**config.mk**
```make
export PLATFORM = sky130hd
export DESIGN_NAME = tfhc_parser
export DESIGN_NICKNAME = d
export VERILOG_FILES = /design/src/rtl/core/tfhc_pkg.sv /design/src/rtl/core/tfhc_parser.sv
export SDC_FILE = /design/constraint.sdc
export NUM_CORES = 1
export LEC_CHECK = 0
export BUFFER_PORTS_ARGS = -buffer_cell sky130_fd_sc_hd__buf_2
export CORE_ASPECT_RATIO = 1.5
export CORE_MARGIN = 3
export CORE_UTILIZATION = 40
export DETAILED_ROUTE_END_ITERATION = 10
export GPL_TIMING_DRIVEN = 0
export PLACE_DENSITY = 0.72
export SLEW_MARGIN = 20
export SYNTH_ARGS = -nofsm -noshare
export SYNTH_HDL_FRONTEND = slang
export SYNTH_SLANG_ARGS = --single-unit
```
**constraint.sdc**
```tcl
create_clock -name clk -period 7.4 [get_ports clk]
set_input_delay 0.37 -clock clk [delete_from_list [all_inputs] [get_ports clk]]
set_output_delay 0.37 -clock clk [all_outputs]
set_load 0.005 [all_outputs]
```
**src/rtl/core/tfhc_pkg.sv**
```systemverilog
// Shared types, constants and the CRC byte function for the frame header checker.
// No dependencies; imported by every module of the block.
package tfhc_pkg;

	// Frame format constants
	localparam logic [7:0]  START_BYTE   = 8'h7E;
	localparam logic [7:0]  VERSION_ONE  = 8'h01;
	localparam logic [15:0] CRC_POLY     = 16'h1021;
	localparam logic [15:0] CRC_INIT     = 16'hFFFF;
	localparam logic [7:0]  MIN_HDR_LEN  = 8'd12;
	localparam logic [16:0] POS_MAX      = 17'h1FFFF;
	localparam logic [4:0]  OPT_BASE     = 5'd10;
	localparam logic [4:0]  OPT_END      = 5'd20;

	// Result queue geometry
	localparam int unsigned QDEPTH = 8;
	localparam int unsigned QPTR_W = $clog2(QDEPTH);
	localparam int unsigned QCNT_W = QPTR_W + 1;

	typedef enum logic [3:0] {
		ST_OK          = 4'd0,
		ST_SHORT       = 4'd1,
		ST_START       = 4'd2,
		ST_VERSION     = 4'd3,
		ST_HDRLEN      = 4'd4,
		ST_SIZE        = 4'd5,
		ST_CRC         = 4'd6,
		ST_SEG_NO_ID   = 4'd7,
		ST_SEG_NO_CNT  = 4'd8
	} status_t;

	typedef enum logic {
		KIND_PAYLOAD = 1'b0,
		KIND_VERDICT = 1'b1
	} kind_t;

	// One result item
	typedef struct packed {
		kind_t       kind;
		logic [7:0]  payload_byte;
		status_t     status;
		logic [7:0]  app_protocol;
		logic [3:0]  present_mask;
		logic [15:0] message_counter;
		logic [31:0] source_client_id;
		logic [15:0] data_id;
		logic [15:0] segment_count;
		logic [15:0] payload_len;
		logic        last;
	} res_t;

	// Up to two results produced by one byte, r0 goes out first
	typedef struct packed {
		logic [1:0] num;
		res_t       r0;
		res_t       r1;
	} push_t;

	// CRC-16, MSB first, one byte per call
	function automatic logic [15:0] crc_byte(input logic [15:0] crc, input logic [7:0] b);
		logic [15:0] c;
		c = crc ^ {b, 8'h00};
		for (int i = 0; i < 8; i++) begin
			c = c[15] ? ({c[14:0], 1'b0} ^ CRC_POLY) : {c[14:0], 1'b0};
		end
		return c;
	endfunction

endpackage

```
**src/rtl/core/tfhc_parser.sv**
```systemverilog
// Frame parser: per-frame header state, header CRC and the per-byte results.
// Depends on tfhc_pkg for constants, result types and crc_byte.
module tfhc_parser
	import tfhc_pkg::*;
(
	input  logic        clk,
	input  logic        arst_n,
	input  logic        vld,
	input  logic [7:0]  rx_byte,
	input  logic        frame_end,
	output push_t       push
);

	logic [16:0] pos_q, pos_n;
	logic [7:0]  hlen_q, hlen_n;
	logic [15:0] plen_q, plen_n;
	logic [7:0]  proto_q, proto_n;
	logic [7:0]  flags_q, flags_n;
	logic [1:0]  sv_q, sv_n;
	logic [15:0] crc_q, crc_n;
	logic [15:0] crc_rx_q, crc_rx_n;
	logic [15:0] cnt_q, cnt_n;
	logic [31:0] client_q, client_n;
	logic [15:0] dataid_q, dataid_n;
	logic [15:0] seg_q, seg_n;

	logic [17:0] p18;
	logic [17:0] hl18;
	logic [4:0]  p5;
	logic [4:0]  off1, off2, off3;
	logic        in_opt;
	logic [3:0]  opt_len;
	logic        hl_ok;
	logic        fwd;
	logic [17:0] frame_len;
	logic [17:0] exp_len;
	status_t     st;
	res_t        pay_r, ver_r;

	// Next state for one byte
	always_comb begin
		pos_n    = pos_q;
		hlen_n   = hlen_q;
		plen_n   = plen_q;
		proto_n  = proto_q;
		flags_n  = flags_q;
		sv_n     = sv_q;
		crc_n    = crc_q;
		crc_rx_n = crc_rx_q;
		cnt_n    = cnt_q;
		client_n = client_q;
		dataid_n = dataid_q;
		seg_n    = seg_q;

		p18  = {1'b0, pos_q};
		p5   = pos_q[4:0];

		// fixed header bytes
		if (pos_q == 17'd0 && rx_byte == START_BYTE) sv_n[0] = 1'b1;
		if (pos_q == 17'd1 && rx_byte == VERSION_ONE) sv_n[1] = 1'b1;
		if (pos_q == 17'd2) hlen_n = rx_byte;
		if (pos_q == 17'd3) plen_n = {rx_byte, 8'h00};
		if (pos_q == 17'd4) plen_n = {plen_q[15:8], rx_byte};
		if (pos_q == 17'd5) proto_n = rx_byte;
		if (pos_q == 17'd9) flags_n = rx_byte;

		// optional fields packed from offset 10 in flag order
		in_opt = (pos_q >= 17'(OPT_BASE)) && (pos_q < 17'(OPT_END));
		off1 = OPT_BASE + (flags_q[0] ? 5'd2 : 5'd0);
		off2 = off1 + (flags_q[3] ? 5'd4 : 5'd0);
		off3 = off2 + (flags_q[5] ? 5'd2 : 5'd0);
		if (in_opt) begin
			if (flags_q[0] && p5 >= OPT_BASE && p5 < off1)
				cnt_n = {cnt_q[7:0], rx_byte};
			if (flags_q[3] && p5 >= off1 && p5 < off2)
				client_n = {client_q[23:0], rx_byte};
			if (flags_q[5] && p5 >= off2 && p5 < off3)
				dataid_n = {dataid_q[7:0], rx_byte};
			if (flags_q[6] && p5 >= off3 && p5 < off3 + 5'd2)
				seg_n = {seg_q[7:0], rx_byte};
		end

		// header CRC, then the two received CRC bytes
		hl18 = {10'd0, hlen_n};
		if (pos_q < 17'd3 || p18 + 18'd2 < hl18)
			crc_n = crc_byte(crc_q, rx_byte);
		else if (p18 + 18'd2 == hl18)
			crc_rx_n = {rx_byte, 8'h00};
		else if (p18 + 18'd1 == hl18)
			crc_rx_n = {crc_rx_q[15:8], rx_byte};

		// saturating position
		if (pos_q < POS_MAX) pos_n = pos_q + 17'd1;
	end

	// Header checks and payload window
	always_comb begin
		opt_len = (flags_n[0] ? 4'd2 : 4'd0) + (flags_n[3] ? 4'd4 : 4'd0)
			+ (flags_n[5] ? 4'd2 : 4'd0) + (flags_n[6] ? 4'd2 : 4'd0);
		hl_ok = ({1'b0, hlen_n} == 9'(MIN_HDR_LEN) + 9'(opt_len));
		fwd = (pos_q >= 17'd12) && (sv_n == 2'b11) && hl_ok
			&& (p18 >= hl18) && (p18 < hl18 + {2'b00, plen_n});
		frame_len = p18 + 18'd1;
		exp_len = hl18 + {2'b00, plen_n} + (flags_n[2] ? 18'd0 : 18'd2);

		priority if (frame_len < 18'(MIN_HDR_LEN)) st = ST_SHORT;
		else if (!sv_n[0])                          st = ST_START;
		else if (!sv_n[1])                          st = ST_VERSION;
		else if (!hl_ok)                            st = ST_HDRLEN;
		else if (frame_len != exp_len)              st = ST_SIZE;
		else if (crc_rx_n != crc_n)                 st = ST_CRC;
		else if (flags_n[6] && !flags_n[5])         st = ST_SEG_NO_ID;
		else if (flags_n[6] && !flags_n[0])         st = ST_SEG_NO_CNT;
		else                                        st = ST_OK;
	end

	// Result items for this byte
	always_comb begin
		pay_r = '0;
		pay_r.kind = KIND_PAYLOAD;
		pay_r.payload_byte = rx_byte;

		ver_r = '0;
		ver_r.kind = KIND_VERDICT;
		ver_r.status = st;
		ver_r.last = 1'b1;
		if (st == ST_OK) begin
			ver_r.app_protocol     = proto_n;
			ver_r.present_mask     = {flags_n[6], flags_n[5], flags_n[3], flags_n[0]};
			ver_r.message_counter  = cnt_n;
			ver_r.source_client_id = client_n;
			ver_r.data_id          = dataid_n;
			ver_r.segment_count    = seg_n;
			ver_r.payload_len      = plen_n;
		end

		push = '0;
		if (vld) begin
			priority if (fwd && frame_end) begin
				push.num = 2'd2;
				push.r0  = pay_r;
				push.r1  = ver_r;
			end else if (fwd) begin
				push.num = 2'd1;
				push.r0  = pay_r;
			end else if (frame_end) begin
				push.num = 2'd1;
				push.r0  = ver_r;
			end else begin
				push.num = 2'd0;
			end
		end
	end

	// Frame state; the final byte returns everything to the reset values
	always_ff @(posedge clk or negedge arst_n) begin
		if (!arst_n) begin
			pos_q    <= '0;
			hlen_q   <= '0;
			plen_q   <= '0;
			proto_q  <= '0;
			flags_q  <= '0;
			sv_q     <= '0;
			crc_q    <= CRC_INIT;
			crc_rx_q <= '0;
			cnt_q    <= '0;
			client_q <= '0;
			dataid_q <= '0;
			seg_q    <= '0;
		end else if (vld && frame_end) begin
			pos_q    <= '0;
			hlen_q   <= '0;
			plen_q   <= '0;
			proto_q  <= '0;
			flags_q  <= '0;
			sv_q     <= '0;
			crc_q    <= CRC_INIT;
			crc_rx_q <= '0;
			cnt_q    <= '0;
			client_q <= '0;
			dataid_q <= '0;
			seg_q    <= '0;
		end else if (vld) begin
			pos_q    <= pos_n;
			hlen_q   <= hlen_n;
			plen_q   <= plen_n;
			proto_q  <= proto_n;
			flags_q  <= flags_n;
			sv_q     <= sv_n;
			crc_q    <= crc_n;
			crc_rx_q <= crc_rx_n;
			cnt_q    <= cnt_n;
			client_q <= client_n;
			dataid_q <= dataid_n;
			seg_q    <= seg_n;
		end
	end

endmodule

```
==> summary.md <==
| Metric | Value |
|---|---|
| Slew Limit Headroom | `0.2163` |
| Final HPWL DP | `46740 um` |
| DR vias | `around 17000` |
| Worst slew pin tran | `about 1.2 ns` |
| Die Footprint | `39770 um^2` |
| Slowest CP cell | `or4_4` |
| Initial DRC count | `roughly 1700` |
| Final Critical Period | `about 7.3 ns` |
| Mapped cell area | `14950 um^2` |
| Worst setup SP type | `flop` |
| Non-filler cells, final | `around 2700` |
| Max rail drop VDD | `~0.00014 V` |
| Min-Delay Path Depth | `1` |
| Drt pass-1 iters | `7` |
| Leading area contributor after synthesis | `dfrtp_1` |
| Fin. max-slew vios | `0` |
| Critical R2R Launch | `pos_q[0]$_DFFE_PN0P_` |
| Placed cell area | `16870 um^2` |
| R2R setup slack | `2.39 ns` |
| Fin nets | `roughly 2300` |
| Share of layout cells above drive strength 1 | `0.2817` |
| Clock sinks | `between 150 and 200` |
| Seq/Total Area, Yosys | `0.2826` |
| Netlist cell types | `87` |
| Worst R2R End | `crc_rx_q[5]$_DFFE_PN0P_` |
| Post-Route WL | `64240 um` |
| Post-synth top cells | `163 x nor3_1, 152 x dfrtp_1, 142 x a21oi_1, 127 x nand2_1, 126 x clkbuf_1` |
| Post-Layout Inst Area | `19340 um^2` |
| H-tree depth | `4` |
| Hold WS | `approximately 0.5 ns` |
| Via-per-instance ratio | `6.405` |
| R2r worst-path depth | `18` |
| Die W | `163.8 um` |
| Starting Density | `0.4062` |
| Root Buffer | `clkbuf_16` |
| Final core utilization | `0.5256` |
| Placement row count | `86` |
| Critical Path RT | `7.03 ns` |
| Leakage | `8.500 nW` |
| GP Congestion | `1.038` |
| CP Class | `reg2out` |
| Most used cell, CP | `inv_1` |
| Initial antenna violation count | `1` |
| Fill cells | `3410` |
| # Max-Cap Violations | `0` |
| Top cells by area in the synthesized netlist | `dfrtp_1 25%, o2bb2ai_1 6.5%, ha_1 5.9%, nor3_1 5.5%, a21oi_1 4.8%` |
| Area growth syn-to-layout | `29.41%` |
| HP Class | `reg2reg` |
| Status | `finished, final reports clean` |
| Mean area per synthesized cell | `about 8.2 um^2` |
| Hold wc startpoint | `seg_q[11]$_DFFE_PN0P_` |
| Die Height | `around 240 um` |
| Max Fanout on Critical Path | `10` |
| Tot GR Track Use | `0.3090` |
| Inserted Clock Buffers | `17` |
| Fmax achieved | `about 140 MHz` |
| Clock transition at path regs | `0.07 ns` |
| Hold Path Sink | `seg_q[11]$_DFFE_PN0P_` |
| Largest net degree at the start of global routing | `98` |
| # placed instances | `2570` |
| Tcrit/Tclk final | `0.9914` |
| Later-pin clock latency in the skew report | `0.46 ns` |
| Synth top area share | `0.2545` |
| Pwr/cell area | `around 170 nW/um^2` |
| Top-count cell post-synth | `nor3_1` |
| RSZ-0062 raised after global routing | `yes` |
| Dominant synthesized flop cell | `dfrtp_1` |
| Core area | `36800 um^2` |
| Worst Skew | `around 0.018 ns` |
| Largest stage delay, worst path | `0.46 ns` |
| Async SR Flop Fraction | `1.000` |
| Clock buffer depth | `2` |
| TritonCTS clock tree | `done` |
| First-pass GRT wire length | `95290 um` |
| Final Hold Viols | `0` |
| Number of port buffers | `approximately 250` |
| Synthesized instance count | `1829` |
| Yosys Warn Count | `0` |
| Vias in the first global route | `between 15000 and 20000` |
| CP Data Arrival Time | `6.97 ns` |
| DRC Markers | `0` |
| Io pins | `258` |
| Drt wl/cell | `23.95 um` |
| Crit path capture type | `output pin` |
| Total congestion overflow | `0` |
| Post-synth EDFFs | `0` |
| Final setup vio count | `0` |
| Synth Register Bits | `approximately 170` |
| ANT nets after route | `0` |
-- state kept, by name (all words and copies together) (netlist names) --
name,count
crc_rx_q,16
hlen_q,8
client_q,32
crc_q,16
sv_q,2
pos_q,17
cnt_q,16
seg_q,16
plen_q,16
proto_q,8
dataid_q,16
flags_q,5
-- repair_timing --
item,4_1_cts,5_1_grt
hold endpoints to repair,71,0
gates cloned,0,3
pin swaps,19,42
gates resized for setup,135,153
endpoints found under the setup margin,238,222
hold buffers,1,0
setup buffers,35,43
-- report_power, final --
group	switching, W	total, W	internal, W
clock network	0.000449	0.000927	0.000478
registers	0.000128	0.00118	0.00105
logic	0.000731	0.00126	0.000528
-- cell families after synthesis --
kind of cell    count (synthesis)  share of synthesized area
other cells                     1                  0.0002509
buf+inv                       219                    0.06244
mux                            65                    0.04394
fa+ha+maj                      73                    0.06261
flops                         168                     0.2826
compound gates                527                     0.2502
xor+xnor                      103                    0.06035
simple gates                  673                     0.2376
-- layout by cell type (no fill, tap or decap), drive strengths merged, types with 42 or more instances in the layout --
cell / netlist / routed
mux2i: 60 / 60
nor2b: 75 / 75
nand2: 127 / 127
nor2: 111 / 111
buf: 48 / 376
and3: 45 / 45
dfrtp: 152 / 152
a21oi: 145 / 145
nor3: 163 / 163
clkbuf: 127 / 144
inv: 44 / 50
ha: 70 / 70
o2bb2ai: 111 / 111
xnor2: 61 / 61
xor2: 42 / 42
o21ai: 51 / 51
-- metal layers --
metal | vias up | global-route usage | wire [um]
li1 | 7447 | - | -
met1 | 8195 | 0.3502 | 22210
met2 | 1179 | 0.5098 | 30360
met3 | 357 | 0.06095 | 5798
met4 | 0 | 0.2275 | 5863
met5 | - | 0 | 0
-- through the flow --
step	TNS, ns	setup slack (ns)	power (W)
2_1_floorplan	0	0.3982	0.001949
3_3_place_gp	-451.58	-2.361	0.002249
3_5_place_dp	-440.99	-2.291	0.002282
4_1_cts	0	0.003762	0.003258
5_1_grt	-8.122	-0.1232	0.003502
6_report	0	0.06376	0.003362
-- worst max-delay path: cells and delay by family (launching register included) --
| family | cells | cell delay (ns) |
|---|---|---|
| DFF | 1 | 0.40 |
| and+or+nand+nor | 11 | 3.38 |
| buffers and inverters | 8 | 1.19 |
| AOI/OAI and AO/OA | 2 | 0.58 |
| adders and majority gates | 4 | 0.95 |
-- final cells by class --
type | instances | area [um^2] | share of cell area
Multi-Input combinational cell | 1449 | 10880 | 0.5624
Sequential cell | 168 | 4234 | 0.2189
Timing Repair Buffer | 332 | 1967 | 0.1017
Buffer | 172 | 902.1 | 0.04664
Tap cell | 484 | 605.6 | 0.03131
Clock buffer | 17 | 425.4 | 0.02199
Inverter | 44 | 168.9 | 0.008732
Clock inverter | 15 | 160.2 | 0.008279
Antenna cell | 1 | 2.502 | 0.0001294
-- worst max path at each step --
stage / startpoint / to / slack (ns) / depth (start not counted)
after floorplan: pos_q[7]$_DFFE_PN0P_ / push[47] / 0.40 / 29
after global placement: pos_q[10]$_DFFE_PN0P_ / push[89] / -2.36 / 30
after detailed placement: pos_q[10]$_DFFE_PN0P_ / push[89] / -2.29 / 30
after CTS: pos_q[5]$_DFFE_PN0P_ / push[217] / 0.004 / 25
after global routing: pos_q[0]$_DFFE_PN0P_ / push[142] / -0.12 / 33
final: pos_q[5]$_DFFE_PN0P_ / push[142] / 0.06 / 25
Power figures use the tool's default switching activity.
